## src/sv/uap_pkg.sv

```systemverilog
// Shared types and constants for the URL authority parser.
`default_nettype none

package uap_pkg;

  localparam int unsigned LEN_W  = 12;
  localparam int unsigned PORT_W = 16;

  localparam logic [LEN_W-1:0] HOST_LIMIT_RST = 12'd255;

  // one input byte as it moves from the input register to the parser
  typedef struct packed {
    logic [7:0] char_byte;
    logic       is_last;
  } item_t;

  // one finished result
  typedef struct packed {
    logic              url_ok;
    logic [LEN_W-1:0]  scheme_len;
    logic [LEN_W-1:0]  host_len;
    logic              port_given;
    logic [PORT_W-1:0] port_number;
    logic              path_given;
    logic [LEN_W-1:0]  path_start;
  } res_t;

endpackage : uap_pkg

`default_nettype wire

```

## src/sv/uap_if.sv

```systemverilog
// Valid/ready channel interfaces for the byte input and the result output.
`default_nettype none

interface uap_in_if;
  logic       valid;
  logic       ready;
  logic [7:0] char_byte;
  logic       is_last;

  modport source (output valid, output char_byte, output is_last, input ready);
  modport sink   (input valid, input char_byte, input is_last, output ready);
endinterface : uap_in_if

interface uap_out_if;
  logic        valid;
  logic        ready;
  logic        url_ok;
  logic [11:0] scheme_len;
  logic [11:0] host_len;
  logic        port_given;
  logic [15:0] port_number;
  logic        path_given;
  logic [11:0] path_start;

  modport source (output valid, output url_ok, output scheme_len, output host_len,
                  output port_given, output port_number, output path_given,
                  output path_start, input ready);
  modport sink   (input valid, input url_ok, input scheme_len, input host_len,
                  input port_given, input port_number, input path_given,
                  input path_start, output ready);
endinterface : uap_out_if

`default_nettype wire

```

## src/sv/url_authority_parser.sv

```systemverilog
// URL authority parser top level: scheme://host[:port][/path] check, one byte per transaction.
// Throughput: one byte per cycle while the result register is free; a final byte waits until it can be taken.
// A result passes from the input register through the parse step into the result register,
// which drives the output channel.
// Reset: synchronous, active low; clears parse state and both valid flags and sets
// the host length limit to 255.
`default_nettype none

module url_authority_parser
  import uap_pkg::*;
#(
  parameter int unsigned MAX_URL_LEN = 4096
) (
  input  wire logic             clk,
  input  wire logic             rst_n,
  input  wire logic             cfg_we,
  input  wire logic [LEN_W-1:0] cfg_wdata,
  uap_in_if.sink                in_chan,
  uap_out_if.source             out_chan
);

  logic [LEN_W-1:0] host_limit_r;
  logic             item_vld;
  item_t            item;
  logic             out_free;
  logic             advance;
  res_t             res;

  always_ff @(posedge clk) begin
    if (!rst_n) begin
      host_limit_r <= HOST_LIMIT_RST;
    end else if (cfg_we) begin
      host_limit_r <= cfg_wdata;
    end
  end

  // a non-final byte only updates parse state; the final one needs the result slot
  assign advance = item_vld && (!item.is_last || out_free);

  uap_in_stage u_in (
    .clk      (clk),
    .rst_n    (rst_n),
    .in_chan  (in_chan),
    .advance  (advance),
    .item_vld (item_vld),
    .item     (item)
  );

  uap_parse #(
    .MAX_URL_LEN (MAX_URL_LEN)
  ) u_parse (
    .clk        (clk),
    .rst_n      (rst_n),
    .host_limit (host_limit_r),
    .consume    (advance),
    .item       (item),
    .res        (res)
  );

  uap_out_stage u_out (
    .clk      (clk),
    .rst_n    (rst_n),
    .load     (advance && item.is_last),
    .res      (res),
    .free     (out_free),
    .out_chan (out_chan)
  );

endmodule : url_authority_parser

`default_nettype wire

```

## src/sv/uap_in_stage.sv

```systemverilog
// Input register: holds one byte transaction until the parser takes it.
`default_nettype none

module uap_in_stage
  import uap_pkg::*;
(
  input  wire logic clk,
  input  wire logic rst_n,
  uap_in_if.sink    in_chan,
  input  wire logic advance,
  output logic      item_vld,
  output item_t     item
);

  logic  vld_r;
  item_t item_r;

  assign in_chan.ready = !vld_r || advance;

  always_ff @(posedge clk) begin
    if (!rst_n) begin
      vld_r <= 1'b0;
    end else if (in_chan.ready) begin
      vld_r <= in_chan.valid;
    end
  end

  always_ff @(posedge clk) begin
    if (in_chan.valid && in_chan.ready) begin
      item_r.char_byte <= in_chan.char_byte;
      item_r.is_last   <= in_chan.is_last;
    end
  end

  assign item_vld = vld_r;
  assign item     = item_r;

endmodule : uap_in_stage

`default_nettype wire

```

## src/sv/uap_parse.sv

```systemverilog
// Per-byte parse state machine and end-of-URL result evaluation.
`default_nettype none

module uap_parse
  import uap_pkg::*;
#(
  parameter int unsigned MAX_URL_LEN = 4096
) (
  input  wire logic             clk,
  input  wire logic             rst_n,
  input  wire logic [LEN_W-1:0] host_limit,
  input  wire logic             consume,
  input  wire item_t            item,
  output res_t                  res
);

  localparam int unsigned POS_BITS = $clog2(MAX_URL_LEN + 1);
  // never narrower than the 12-bit path offset taken from it
  localparam int unsigned POS_W = (POS_BITS > LEN_W) ? POS_BITS : LEN_W;
  localparam logic [POS_W-1:0] POS_MAX = POS_W'(MAX_URL_LEN);
  localparam logic [LEN_W-1:0] CNT_SAT = {LEN_W{1'b1}};
  localparam logic [16:0] PORT_SAT = 17'd65536;

  localparam logic [7:0] CH_COLON = 8'h3A;
  localparam logic [7:0] CH_SLASH = 8'h2F;
  localparam logic [7:0] CH_PLUS  = 8'h2B;
  localparam logic [7:0] CH_MINUS = 8'h2D;
  localparam logic [7:0] CH_DOT   = 8'h2E;
  localparam logic [7:0] CH_ZERO  = 8'h30;
  localparam logic [7:0] CH_SPACE = 8'h20;

  typedef enum logic [2:0] {
    PH_SCHEME,
    PH_HOST,
    PH_PORT_START,
    PH_PORT_WS,
    PH_PORT_SIGN,
    PH_PORT_DIG,
    PH_PATH,
    PH_FAIL
  } phase_t;

  function automatic logic is_digit(input logic [7:0] c);
    return (c >= 8'h30) && (c <= 8'h39);
  endfunction

  function automatic logic is_alnum(input logic [7:0] c);
    return is_digit(c) || ((c >= 8'h41) && (c <= 8'h5A)) ||
           ((c >= 8'h61) && (c <= 8'h7A));
  endfunction

  function automatic logic is_space(input logic [7:0] c);
    return (c == CH_SPACE) || ((c >= 8'h09) && (c <= 8'h0D));
  endfunction

  phase_t           phase_r, phase_nxt;
  logic [POS_W-1:0] pos_r, pos_nxt;
  logic [LEN_W-1:0] scheme_cnt_r, scheme_cnt_nxt;
  logic [LEN_W-1:0] host_cnt_r, host_cnt_nxt;
  logic [16:0]      accum_r, accum_nxt;
  logic             neg_r, neg_nxt;
  logic             seen_port_r, seen_port_nxt;
  logic [LEN_W-1:0] path_off_r, path_off_nxt;
  logic [1:0]       sep_r, sep_nxt;
  logic             term_r, term_nxt;

  logic [7:0]  c;
  logic [3:0]  digit;
  logic [19:0] acc_x10;
  logic [16:0] acc_sat;
  logic        port_bad_cur;
  logic        port_bad_nxt;
  logic        ok;

  assign c       = item.char_byte;
  assign digit   = 4'(c - CH_ZERO);
  assign acc_x10 = {3'b000, accum_r} * 20'd10 + 20'(digit);
  assign acc_sat = (acc_x10 > 20'(PORT_SAT)) ? PORT_SAT : acc_x10[16:0];
  assign port_bad_cur = (neg_r && (accum_r != 17'd0)) || accum_r[16];

  // state after this byte, before the end-of-URL clear
  always_comb begin
    phase_nxt      = phase_r;
    pos_nxt        = pos_r;
    scheme_cnt_nxt = scheme_cnt_r;
    host_cnt_nxt   = host_cnt_r;
    accum_nxt      = accum_r;
    neg_nxt        = neg_r;
    seen_port_nxt  = seen_port_r;
    path_off_nxt   = path_off_r;
    sep_nxt        = sep_r;
    term_nxt       = term_r;

    // once failed nothing else matters, so bytes are simply dropped
    if (!term_r) begin
      if (c == 8'h00) begin
        term_nxt = 1'b1;
      end else if (phase_r != PH_FAIL) begin
        if (pos_r >= POS_MAX) begin
          phase_nxt = PH_FAIL;
        end else begin
          pos_nxt = pos_r + 1'b1;
          unique case (phase_r)
            PH_SCHEME: begin
              if (sep_r == 2'd2 && c == CH_SLASH) begin
                sep_nxt   = 2'd0;
                phase_nxt = PH_HOST;
              end else if (sep_r == 2'd1 && c == CH_SLASH) begin
                sep_nxt = 2'd2;
              end else if (sep_r != 2'd0) begin
                phase_nxt = PH_FAIL;
              end else if (c == CH_COLON) begin
                sep_nxt = 2'd1;
              end else begin
                if (scheme_cnt_r != CNT_SAT) begin
                  scheme_cnt_nxt = scheme_cnt_r + 1'b1;
                end
                if (!is_alnum(c) && c != CH_PLUS && c != CH_MINUS && c != CH_DOT) begin
                  phase_nxt = PH_FAIL;
                end
              end
            end
            PH_HOST: begin
              if (c == CH_COLON) begin
                seen_port_nxt = 1'b1;
                phase_nxt     = PH_PORT_START;
              end else if (c == CH_SLASH) begin
                path_off_nxt = pos_r[LEN_W-1:0];
                phase_nxt    = PH_PATH;
              end else if (host_cnt_r == CNT_SAT) begin
                phase_nxt = PH_FAIL;
              end else begin
                host_cnt_nxt = host_cnt_r + 1'b1;
                if (!is_alnum(c) && c != CH_MINUS && c != CH_DOT) begin
                  phase_nxt = PH_FAIL;
                end
              end
            end
            PH_PORT_START, PH_PORT_WS: begin
              if (c == CH_SLASH && phase_r == PH_PORT_START) begin
                path_off_nxt = pos_r[LEN_W-1:0];
                phase_nxt    = PH_PATH;
              end else if (is_space(c)) begin
                phase_nxt = PH_PORT_WS;
              end else if (c == CH_PLUS || c == CH_MINUS) begin
                neg_nxt   = (c == CH_MINUS);
                phase_nxt = PH_PORT_SIGN;
              end else if (is_digit(c)) begin
                accum_nxt = {13'd0, digit};
                phase_nxt = PH_PORT_DIG;
              end else begin
                phase_nxt = PH_FAIL;
              end
            end
            PH_PORT_SIGN: begin
              if (is_digit(c)) begin
                accum_nxt = {13'd0, digit};
                phase_nxt = PH_PORT_DIG;
              end else begin
                phase_nxt = PH_FAIL;
              end
            end
            PH_PORT_DIG: begin
              if (is_digit(c)) begin
                accum_nxt = acc_sat;
              end else if (c == CH_SLASH && !port_bad_cur) begin
                path_off_nxt = pos_r[LEN_W-1:0];
                phase_nxt    = PH_PATH;
              end else begin
                phase_nxt = PH_FAIL;
              end
            end
            PH_PATH: begin
            end
            default: begin
              phase_nxt = PH_FAIL;
            end
          endcase
        end
      end
    end
  end

  assign port_bad_nxt = (neg_nxt && (accum_nxt != 17'd0)) || accum_nxt[16];

  always_comb begin
    case (phase_nxt)
      PH_HOST, PH_PORT_START, PH_PATH: ok = 1'b1;
      PH_PORT_DIG:                     ok = !port_bad_nxt;
      default:                         ok = 1'b0;
    endcase
    if (host_cnt_nxt > host_limit) begin
      ok = 1'b0;
    end

    res = '0;
    if (ok) begin
      res.url_ok      = 1'b1;
      res.scheme_len  = scheme_cnt_nxt;
      res.host_len    = host_cnt_nxt;
      res.port_given  = seen_port_nxt;
      res.port_number = seen_port_nxt ? accum_nxt[PORT_W-1:0] : '0;
      res.path_given  = (phase_nxt == PH_PATH);
      res.path_start  = (phase_nxt == PH_PATH) ? path_off_nxt : '0;
    end
  end

  always_ff @(posedge clk) begin
    if (!rst_n || (consume && item.is_last)) begin
      phase_r      <= PH_SCHEME;
      pos_r        <= '0;
      scheme_cnt_r <= '0;
      host_cnt_r   <= '0;
      accum_r      <= '0;
      neg_r        <= 1'b0;
      seen_port_r  <= 1'b0;
      path_off_r   <= '0;
      sep_r        <= 2'd0;
      term_r       <= 1'b0;
    end else if (consume) begin
      phase_r      <= phase_nxt;
      pos_r        <= pos_nxt;
      scheme_cnt_r <= scheme_cnt_nxt;
      host_cnt_r   <= host_cnt_nxt;
      accum_r      <= accum_nxt;
      neg_r        <= neg_nxt;
      seen_port_r  <= seen_port_nxt;
      path_off_r   <= path_off_nxt;
      sep_r        <= sep_nxt;
      term_r       <= term_nxt;
    end
  end

endmodule : uap_parse

`default_nettype wire

```

## src/sv/uap_out_stage.sv

```systemverilog
// Result register driving the output channel.
`default_nettype none

module uap_out_stage
  import uap_pkg::*;
(
  input  wire logic clk,
  input  wire logic rst_n,
  input  wire logic load,
  input  wire res_t res,
  output logic      free,
  uap_out_if.source out_chan
);

  logic vld_r;
  res_t res_r;

  assign free = !vld_r || out_chan.ready;

  always_ff @(posedge clk) begin
    if (!rst_n) begin
      vld_r <= 1'b0;
    end else if (free) begin
      vld_r <= load;
    end
  end

  always_ff @(posedge clk) begin
    if (load && free) begin
      res_r <= res;
    end
  end

  assign out_chan.valid       = vld_r;
  assign out_chan.url_ok      = res_r.url_ok;
  assign out_chan.scheme_len  = res_r.scheme_len;
  assign out_chan.host_len    = res_r.host_len;
  assign out_chan.port_given  = res_r.port_given;
  assign out_chan.port_number = res_r.port_number;
  assign out_chan.path_given  = res_r.path_given;
  assign out_chan.path_start  = res_r.path_start;

endmodule : uap_out_stage

`default_nettype wire
```

## src/flat_wrapper.sv

```systemverilog
// flat-port wrapper written by rule: the top's interface ports become plain ports
module url_authority_parser_flat import uap_pkg::*;
#(
  parameter int unsigned MAX_URL_LEN = 4096
)
  (clk, rst_n, cfg_we, cfg_wdata, in_chan_valid, in_chan_char_byte, in_chan_is_last, in_chan_ready, out_chan_valid, out_chan_url_ok, out_chan_scheme_len, out_chan_host_len, out_chan_port_given, out_chan_port_number, out_chan_path_given, out_chan_path_start, out_chan_ready);
  uap_in_if in_chan_i ();
  uap_out_if out_chan_i ();
  input  wire logic clk;
  input  wire logic rst_n;
  input  wire logic cfg_we;
  input  wire logic [LEN_W-1:0] cfg_wdata;
  input wire logic [$bits(in_chan_i.valid)-1:0] in_chan_valid;
  input wire logic [$bits(in_chan_i.char_byte)-1:0] in_chan_char_byte;
  input wire logic [$bits(in_chan_i.is_last)-1:0] in_chan_is_last;
  output wire logic [$bits(in_chan_i.ready)-1:0] in_chan_ready;
  output wire logic [$bits(out_chan_i.valid)-1:0] out_chan_valid;
  output wire logic [$bits(out_chan_i.url_ok)-1:0] out_chan_url_ok;
  output wire logic [$bits(out_chan_i.scheme_len)-1:0] out_chan_scheme_len;
  output wire logic [$bits(out_chan_i.host_len)-1:0] out_chan_host_len;
  output wire logic [$bits(out_chan_i.port_given)-1:0] out_chan_port_given;
  output wire logic [$bits(out_chan_i.port_number)-1:0] out_chan_port_number;
  output wire logic [$bits(out_chan_i.path_given)-1:0] out_chan_path_given;
  output wire logic [$bits(out_chan_i.path_start)-1:0] out_chan_path_start;
  input wire logic [$bits(out_chan_i.ready)-1:0] out_chan_ready;
  assign in_chan_i.valid = in_chan_valid;
  assign in_chan_i.char_byte = in_chan_char_byte;
  assign in_chan_i.is_last = in_chan_is_last;
  assign in_chan_ready = in_chan_i.ready;
  assign out_chan_valid = out_chan_i.valid;
  assign out_chan_url_ok = out_chan_i.url_ok;
  assign out_chan_scheme_len = out_chan_i.scheme_len;
  assign out_chan_host_len = out_chan_i.host_len;
  assign out_chan_port_given = out_chan_i.port_given;
  assign out_chan_port_number = out_chan_i.port_number;
  assign out_chan_path_given = out_chan_i.path_given;
  assign out_chan_path_start = out_chan_i.path_start;
  assign out_chan_i.ready = out_chan_ready;
  url_authority_parser #(.MAX_URL_LEN(MAX_URL_LEN)) u_core (.clk(clk), .rst_n(rst_n), .cfg_we(cfg_we), .cfg_wdata(cfg_wdata), .in_chan(in_chan_i), .out_chan(out_chan_i));
endmodule
```

## config.mk

```make
export PLATFORM = sky130hd
export DESIGN_NAME = url_authority_parser_flat
export DESIGN_NICKNAME = d
export VERILOG_FILES = /design/src/sv/uap_pkg.sv /design/src/sv/uap_if.sv /design/src/sv/url_authority_parser.sv /design/src/sv/uap_in_stage.sv /design/src/sv/uap_parse.sv /design/src/sv/uap_out_stage.sv /design/src/flat_wrapper.sv
export SDC_FILE = /design/constraint.sdc
export NUM_CORES = 1
export LEC_CHECK = 0
export ABC_CLOCK_PERIOD_IN_PS = 12730
export BUFFER_PORTS_ARGS = -buffer_cell sky130_fd_sc_hd__buf_2
export CAP_MARGIN = 20
export CORE_MARGIN = 3
export CORE_UTILIZATION = 55
export DETAILED_ROUTE_END_ITERATION = 10
export PLACE_DENSITY = 0.75
export SLEW_MARGIN = 20
export SYNTH_ARGS = -nofsm -noshare
export SYNTH_HDL_FRONTEND = slang
export SYNTH_SLANG_ARGS = --single-unit
```

## constraint.sdc

```tcl
create_clock -name clk -period 12.73 [get_ports clk]
set_input_delay 0 -clock clk [delete_from_list [all_inputs] [get_ports clk]]
set_output_delay 0 -clock clk [all_outputs]
set_load 0.005 [all_outputs]
```

==> out/summary.txt, run 1 <==
CLOCKING
--------------------------------------------------------------------------------
Post-cts repair resize count ......................................            0
TritonCTS clock tree ..............................................         done
Clk slew on worst S/H paths .......................................      0.06 ns
Library cell used as clock root buffer ............................    clkbuf_16
Bufs on Longest Clock Path ........................................            2
CTS Buf Count .....................................................           17
CTS Sinks .........................................................          152
Count of H-tree levels built during CTS ...........................            4
Clock network latency to the later pin of the worst-skew pair .....      0.43 ns

STA
--------------------------------------------------------------------------------
Final Max Tran Viols ..............................................            0
Worst clock skew on the final layout ..............................    0.0122 ns
Slew at the pin with the worst max-slew slack .....................     0.946 ns
Part of the cycle the worst path needs ............................        45.2%
# setup viols final ...............................................            0
Count of endpoints failing hold in the final timing report ........            0
Min Tclk post-route ...............................................      5.76 ns
Normalized max-slew margin ........................................        36.6%
Setup repair after global routing missed its margin ...............        false
Setup tns final ...................................................         0 ns
Highest attainable clock frequency ................................      174 MHz

ROUTING
--------------------------------------------------------------------------------
Amount of wire on met2 after detailed routing .....................      10.9 mm
Count of unresolved DRC violations after routing ..................            0
Wire length on met1 ...............................................      9.97 mm
Number of DRC violations after detailed-routing iteration 0 .......          523
Detailed route wirelength on metal3 ...............................      1.29 mm
Total routed wirelength ...........................................      22.5 mm
Routed length per instance ........................................      16.5 um
DR top layer ......................................................         met5
DRT Pass-1 Iters ..................................................            5
Count of nets left with antenna violations after detail routing ...            0
Average via count per standard cell ...............................         5.88
DR vias ...........................................................         8009

WORST SETUP PATH
--------------------------------------------------------------------------------
WS Path Type ......................................................      reg2reg
Worst Setup End Kind ..............................................     register
Crit path max fanout ..............................................           21
Data arrival time of the worst path ...............................      6.05 ns
Required time reported for the critical path endpoint .............     13.02 ns
Category of the worst setup path launch point .....................     register

POWER
--------------------------------------------------------------------------------
Maximum VDD drop ..................................................     0.114 mV
Register share of total power .....................................        44.8%
Power dissipated by switching net loads ...........................   0.000297 W
Internal power component ..........................................   0.000897 W
Clk network pwr share .............................................        43.3%
Design Power ......................................................    0.00119 W
Leakage ...........................................................      4.29 nW
Fraction of power consumed by combinational cells .................        11.9%
Switching Fraction ................................................        24.9%
Power per unit of standard cell area ..............................  109 nW/um^2

FLOORPLAN
--------------------------------------------------------------------------------
Initial Utilization ...............................................        56.3%
Die Footprint .....................................................  18600 sq um
Die Ht ............................................................       136 um
Floorplan row count ...............................................           47
Die boundary width ................................................       136 um
I/O Pins ..........................................................           83
Core Region .......................................................  16600 sq um

GRT
--------------------------------------------------------------------------------
Remaining global-route overflow ...................................            0
Pin count of the biggest net entering global routing ..............           75
All-layer global routing usage ....................................        25.1%
Vias in the first global route ....................................         7815
First-pass GRT wire length ........................................      37.9 mm
Number of antenna violations at the first check in global routing .            1

SYNTH
--------------------------------------------------------------------------------
EDFF count, synth .................................................           64
Top flip-flop cell by instance count after synthesis ..............      dfxtp_1
Gate Count Post-Synth .............................................         1032
Mapped cell area ..................................................   9360 sq um
Synth top area cells .............................................. edfxtp_1, dfxtp_1, ha_1
Distinct cell type count after synthesis ..........................           85
Count of state elements after synthesis ...........................          152
Async set or reset register ratio after synthesis .................           0%
Mean post-synth cell area .........................................   9.07 sq um
Number of warnings printed during yosys synthesis .................            0
Synth top area share ..............................................        20.5%
Number of nets produced by synthesis ..............................         1109
Proportion of synthesized chip area in sequential cells ...........        39.3%
Cell accounting for the most synthesized area .....................     edfxtp_1

PLACEMENT
--------------------------------------------------------------------------------
I/O Buffers .......................................................           82
HPWL after DPL ....................................................      15.3 mm
Routability cong. .................................................        0.904

FINAL LAYOUT
--------------------------------------------------------------------------------
Total number of nets in the final design ..........................         1205
P&R area growth vs syn ............................................        16.9%
Leading cell type in the layout, fill and taps excluded ...........       nor2_1
Inserted Diodes ...................................................            0
Fraction of final layout cells with drive strength greater than 1 .        14.4%
Most frequent cells in the layout ................................. nor2_1, dfxtp_1, nand2_1

STATUS
--------------------------------------------------------------------------------
Outcome ........................................................... finished, final reports clean

JOB
--------------------------------------------------------------------------------
Max capacitance violation total ...................................            0

WORST HOLD PATH
--------------------------------------------------------------------------------
Worst hold path type ..............................................       in2reg

-- critical path, cell delays in order, from the launching register on --
cell	delay [ns]
edfxtp_1	0.74
nor4_1	0.16
a21oi_1	0.33
nand2b_1	0.29
or2_2	0.40
or2_2	0.31
nor2_1	0.18
nand3_1	0.11
mux2i_1	0.26
inv_1	0.08
ha_1	0.33
a21oi_1	0.16
nand2_1	0.06
a2111oi_0	0.67
o21ai_1	0.25
nor4_4	0.40
a31oi_4	0.33
buf_16	0.27
inv_2	0.11
and3_1	0.16
-- power groups by stage --
stage	logic, W	clock network (W)	registers (W)
after floorplan	0.0000974	0	0.000537
after global placement	0.000119	0	0.000544
after detailed placement	0.000122	0	0.000545
after CTS	0.000132	0.000520	0.000534
after global routing	0.000157	0.000543	0.000536
final	0.000142	0.000517	0.000535
-- cells in the mapped netlist, types with 12 or more instances --
cell      number
a211oi_1      22
a21o_1        12
a21oi_1       66
and2_1        17
clkbuf_1      42
dfxtp_1       88
edfxtp_1      64
ha_1          49
inv_1         34
mux2i_1       40
nand2_1       84
nand3_1       33
nand4_1       14
nor2_1       143
nor2b_1       12
nor3_1        22
o21ai_0       24
or3_1         17
xnor2_1       35
xor2_1        24
-- timing repair --
item / in CTS / in global routing
endpoints found under the setup margin: 0 / 0
hold buffers: 40 / 0
buffers inserted: 0 / 0
endpoints found under the hold margin: 23 / 0
-- sequential cells by signal, indices dropped and copies added, names as in the netlist --
register,flops
u_core.u_parse.accum_r,17
u_core.u_out.out_chan.port_number,16
u_core.u_parse.pos_r,13
u_core.host_limit_r,12
u_core.u_out.out_chan.host_len,12
u_core.u_out.out_chan.path_start,12
u_core.u_out.out_chan.scheme_len,12
u_core.u_parse.host_cnt_r,12
u_core.u_parse.path_off_r,12
u_core.u_parse.scheme_cnt_r,12
u_core.u_in.item,9
u_core.u_parse.phase_r,3
u_core.u_parse.sep_r,2
u_core.u_in.item_vld,1
u_core.u_out.out_chan.path_given,1
u_core.u_out.out_chan.port_given,1
u_core.u_out.out_chan.url_ok,1
u_core.u_out.out_chan.valid,1
u_core.u_parse.neg_r,1
u_core.u_parse.seen_port_r,1
u_core.u_parse.term_r,1
-- final timing paths --
check                                                              from  slack, ns                                                 end  cells after the start
worst max register to register            u_core.u_in.item[3]$_DFFE_PP_       6.97  u_core.u_out.out_chan.port_number[3]$_SDFFCE_PN0P_                     19
worst min-delay path                               in_chan_char_byte[4]       0.27                       u_core.u_in.item[5]$_DFFE_PP_                      2
worst min register to register  u_core.u_parse.seen_port_r$_SDFFE_PP0P_       0.49             u_core.u_parse.seen_port_r$_SDFFE_PP0P_                      2
worst max-delay path                      u_core.u_in.item[3]$_DFFE_PP_       6.97  u_core.u_out.out_chan.port_number[3]$_SDFFCE_PN0P_                     19
-- per-stage QoR --
step | std cells | cell area (sq um) | hold slack (ns) | util [%] | setup WS [ns]
after floorplan | 1032 | 9360 | 0.0989 | - | 8.29
after global placement | 1288 | 9890 | 0.176 | 59.4 | 7.16
after detailed placement | 1288 | 9890 | 0.178 | 59.4 | 7.00
after CTS | 1360 | 10900 | 0.246 | 65.5 | 6.93
after global routing | 1361 | 10900 | 0.274 | 65.7 | 6.49
final | 1361 | 10900 | 0.275 | 65.7 | 6.97
-- final cells by class --
type | instances | area (sq um)
Clock inverter | 9 | 110
Sequential cell | 152 | 3680
Clock buffer | 23 | 509
Fill cell | 1346 | 5700
Tap cell | 220 | 275
Inverter | 35 | 131
Timing Repair Buffer | 129 | 883
Multi-Input combinational cell | 793 | 5350
-- layer usage --
layer / global-route usage, % / vias to the layer above
met5: 0 / -
met4: 6.72 / 2
met3: 5.88 / 39
met2: 42.4 / 249
met1: 32.3 / 3765
li1: - / 3954
-- cells by family after synthesis --
group,synth area share [%]
AO/OA/AOI/OAI,17.0
XOR/XNOR,6.16
adder cells (fa/ha/maj),6.98
buffers and inverters,3.76
flip-flops,39.3
multiplexers,4.28
AND/OR/NAND/NOR,22.4
Power figures use the tool's default switching activity.
==> run 2: changes to the inputs <==
--- a/config.mk
+++ b/config.mk
@@ -5,13 +5,14 @@
 export SDC_FILE = /design/constraint.sdc
 export NUM_CORES = 1
 export LEC_CHECK = 0
-export ABC_CLOCK_PERIOD_IN_PS = 12730
+export ABC_AREA = 1
+export ABC_CLOCK_PERIOD_IN_PS = 4900
 export BUFFER_PORTS_ARGS = -buffer_cell sky130_fd_sc_hd__buf_2
 export CAP_MARGIN = 20
 export CORE_MARGIN = 3
 export CORE_UTILIZATION = 55
 export DETAILED_ROUTE_END_ITERATION = 10
-export PLACE_DENSITY = 0.75
+export PLACE_DENSITY = 0.77
 export SLEW_MARGIN = 20
 export SYNTH_ARGS = -nofsm -noshare
 export SYNTH_HDL_FRONTEND = slang
==> constraint.sdc (replaced) <==
create_clock -name clk -period 4.9 [get_ports clk]
set_input_delay 0 -clock clk [delete_from_list [all_inputs] [get_ports clk]]
set_output_delay 0 -clock clk [all_outputs]
set_load 0.005 [all_outputs]
==> run 2 against run 1 <==
Die area is 3.4% higher; clock skew decreased by 0.0024 ns; worst hold slack got worse by 0.15 ns; critical path type unchanged; largest cell class unchanged; largest power group unchanged.
==> out/summary.txt, run 2 <==
SYNTH
--------------------------------------------------------------------------------
Count of state elements after synthesis ...........................          152
Synth cell count leaders .......................................... nand2_1, inv_1, nor2_1
Mean post-synth cell area .........................................   7.19 sq um
Synth top area cells .............................................. edfxtp_1, dfxtp_1, nand2_1
Top flip-flop cell by instance count after synthesis ..............      dfxtp_1
Number of nets produced by synthesis ..............................         1425
Synth top area share ..............................................        19.8%
Proportion of synthesized chip area in sequential cells ...........        38.0%
Distinct cell type count after synthesis ..........................           46
Number of warnings printed during yosys synthesis .................            0
Count leader, synth ...............................................      nand2_1
EDFF count, synth .................................................           64
Cell accounting for the most synthesized area .....................     edfxtp_1
Async set or reset register ratio after synthesis .................           0%
Mapped cell area ..................................................   9690 sq um
Gate Count Post-Synth .............................................         1348

FINAL LAYOUT
--------------------------------------------------------------------------------
FF+latch area .....................................................   3680 sq um
Max reg flops .....................................................           17
Biggest register .................................................. u_core.u_parse.accum_r
Post-Layout Cell Count ............................................         1714
Leading cell type in the layout, fill and taps excluded ...........      nand2_1
Inserted Diodes ...................................................            0
Fraction of final layout cells with drive strength greater than 1 .        12.3%
Final Core Density ................................................        67.2%
Most frequent cells in the layout ................................. nand2_1, inv_1, nor2_1
Multi-input combinational cell area ...............................   4920 sq um
Layout fillers ....................................................         1464
P&R area growth vs syn ............................................        17.4%
Total number of nets in the final design ..........................         1558

STA
--------------------------------------------------------------------------------
Highest attainable clock frequency ................................      219 MHz
Slew at the pin with the worst max-slew slack .....................     0.692 ns
Part of the cycle the worst path needs ............................        93.2%
Worst clock skew on the final layout ..............................   0.00981 ns
Normalized max-slew margin ........................................        53.9%
Setup tns final ...................................................         0 ns
Final Max Tran Viols ..............................................            0
Min Tclk post-route ...............................................      4.57 ns
Final setup slack of the worst path ...............................     0.333 ns
Count of endpoints failing hold in the final timing report ........            0
# setup viols final ...............................................            0

WORST SETUP PATH
--------------------------------------------------------------------------------
Required time reported for the critical path endpoint .............      5.08 ns
Worst Setup End Kind ..............................................     register
WS Path Type ......................................................      reg2reg
Category of the worst setup path launch point .....................     register
Data arrival time of the worst path ...............................      4.74 ns
Reg2reg setup slack ...............................................      0.33 ns
Critical Path Start ............................................... u_core.u_parse.accum_r[1]$_SDFFE_PP0P_
Startpoint of the lowest-slack register-to-register path .......... u_core.u_parse.accum_r[1]$_SDFFE_PP0P_
Crit path max fanout ..............................................           15

FLOORPLAN
--------------------------------------------------------------------------------
I/O Pins ..........................................................           83
Die Footprint .....................................................  19300 sq um
Die boundary width ................................................       139 um
Initial Utilization ...............................................        57.2%
Floorplan row count ...............................................           47
Core Region .......................................................  16900 sq um
Die Ht ............................................................       139 um

CLOCKING
--------------------------------------------------------------------------------
Count of H-tree levels built during CTS ...........................            4
TritonCTS clock tree ..............................................         done
Bufs on Longest Clock Path ........................................            2
CTS Buf Count .....................................................           17
Clk slew on worst S/H paths .......................................      0.06 ns
Library cell used as clock root buffer ............................    clkbuf_16
CTS Sinks .........................................................          152
Clock network latency to the later pin of the worst-skew pair .....      0.43 ns

POWER
--------------------------------------------------------------------------------
Maximum VDD drop ..................................................     0.265 mV
Leakage ...........................................................      5.32 nW
Power per unit of standard cell area ..............................  290 nW/um^2
Design Power ......................................................    0.00330 W

PLACEMENT
--------------------------------------------------------------------------------
Number of cells in the design after placement .....................         1629
I/O Buffers .......................................................           82
HPWL after DPL ....................................................      17.5 mm
Routability cong. .................................................        0.974
Post-Place Setup Slack ............................................     0.294 ns

GRT
--------------------------------------------------------------------------------
First-pass GRT wire length ........................................      40.6 mm
Vias in the first global route ....................................         8524
Number of antenna violations at the first check in global routing .            0
Pin count of the biggest net entering global routing ..............           71
All-layer global routing usage ....................................        25.1%
Remaining global-route overflow ...................................            0

ROUTING
--------------------------------------------------------------------------------
Count of unresolved DRC violations after routing ..................            0
DRT Pass-1 Iters ..................................................            5
Number of DRC violations after detailed-routing iteration 0 .......          719
Routed length per instance ........................................      14.1 um
Count of nets left with antenna violations after detail routing ...            0
DR vias ...........................................................         9216
Total routed wirelength ...........................................      24.2 mm
Average via count per standard cell ...............................         5.38

STATUS
--------------------------------------------------------------------------------
Outcome ........................................................... finished, final reports clean

WORST HOLD PATH
--------------------------------------------------------------------------------
Worst hold path type ..............................................       in2reg
Startpoint of the lowest-slack hold path ..........................       cfg_we

JOB
--------------------------------------------------------------------------------
Max capacitance violation total ...................................            0

## run 2: changes by cell type after synthesis, moves of 18 or more
cell,before,now
a211oi_1,22,4
a21oi_1,66,87
inv_1,34,240
mux2i_1,40,0
nand2_1,84,257
nand3_1,33,80
o21ai_0,24,86
xnor2_1,35,3
## run 2: logic make-up after synthesis
| logic type | Yosys count | share of synthesized area, % |
|---|---|---|
| AO/OA/AOI/OAI | 232 | 13.4 |
| XOR/XNOR | 20 | 1.81 |
| adder cells (fa/ha/maj) | 51 | 6.74 |
| buffers and inverters | 283 | 11.4 |
| flip-flops | 152 | 38.0 |
| AND/OR/NAND/NOR | 610 | 28.6 |
## run 2: worst paths after layout
path / endpoint / cells after the start
min reg2reg: u_core.host_limit_r[9]$_SDFFE_PN0P_ / 2
max: u_core.u_out.out_chan.port_number[7]$_SDFFCE_PN0P_ / 27
min: u_core.host_limit_r[9]$_SDFFE_PN0P_ / 3
max reg2reg: u_core.u_out.out_chan.port_number[7]$_SDFFCE_PN0P_ / 27
## run 2: final cells by class
class	count	share of cell area, %
clock inverter	12	1.10
inverter	251	8.28
timing repair buffer	146	8.81
multi-input combinational	913	43.2
clock buffer	20	3.84
sequential	152	32.4
tap	220	2.42
## run 2: critical path, cell delays in order (launching register included)
cell and delay [ns]:
dfxtp_1 0.47, ha_1 0.28, ha_1 0.26, fa_1 0.54, nand2_1 0.08, nor2_1 0.08, nand2_1 0.07, nand2_1 0.06
nand2_1 0.09, nor2_4 0.15, nand3_2 0.14, nor3_1 0.26, nand3_1 0.10, nand2_1 0.08, nand3_2 0.09, nor2_4 0.29
nand2_1 0.13, nand2_1 0.10, nand2_1 0.06, nand2_1 0.06, nand2_1 0.12, nand3_1 0.11, o21bai_1 0.07, nand3_1 0.09
nand2_2 0.11, nand3_4 0.18, buf_4 0.19, nor2_4 0.04
## run 2: layer usage
metal / part of all wire [%] / up-vias / wire, um / global-route usage (%)
met2: 46 / 309 / 11300 / 40.9
met4: 1.6 / 0 / 389 / 6.59
met1: 46 / 4204 / 11100 / 35.0
met3: 6.4 / 29 / 1540 / 4.14
met5: 0 / - / 0 / 0
li1: - / 4674 / - / -
## run 2: report_power, final
part	switching [W]	total, W	internal, W
combinational	0.000401	0.000604	0.000203
sequential	0.0000480	0.00143	0.00138
clock	0.000526	0.00127	0.000747
total	0.000975	0.00330	0.00233
## run 2: per-stage QoR
step                      area, sq um  hold WS, ns
after floorplan                  9690       0.0841
after global placement          10300        0.179
after detailed placement        10300        0.178
after CTS                       11300       0.0885
after global routing            11400        0.137
final                           11400        0.122
## run 2: timing repair
action | CTS | global route
hold buffers | 45 | 0
buffers inserted | 0 | 8
setup endpoints to repair | 0 | 28
hold endpoints to repair | 23 | 0
resized for setup | 0 | 1
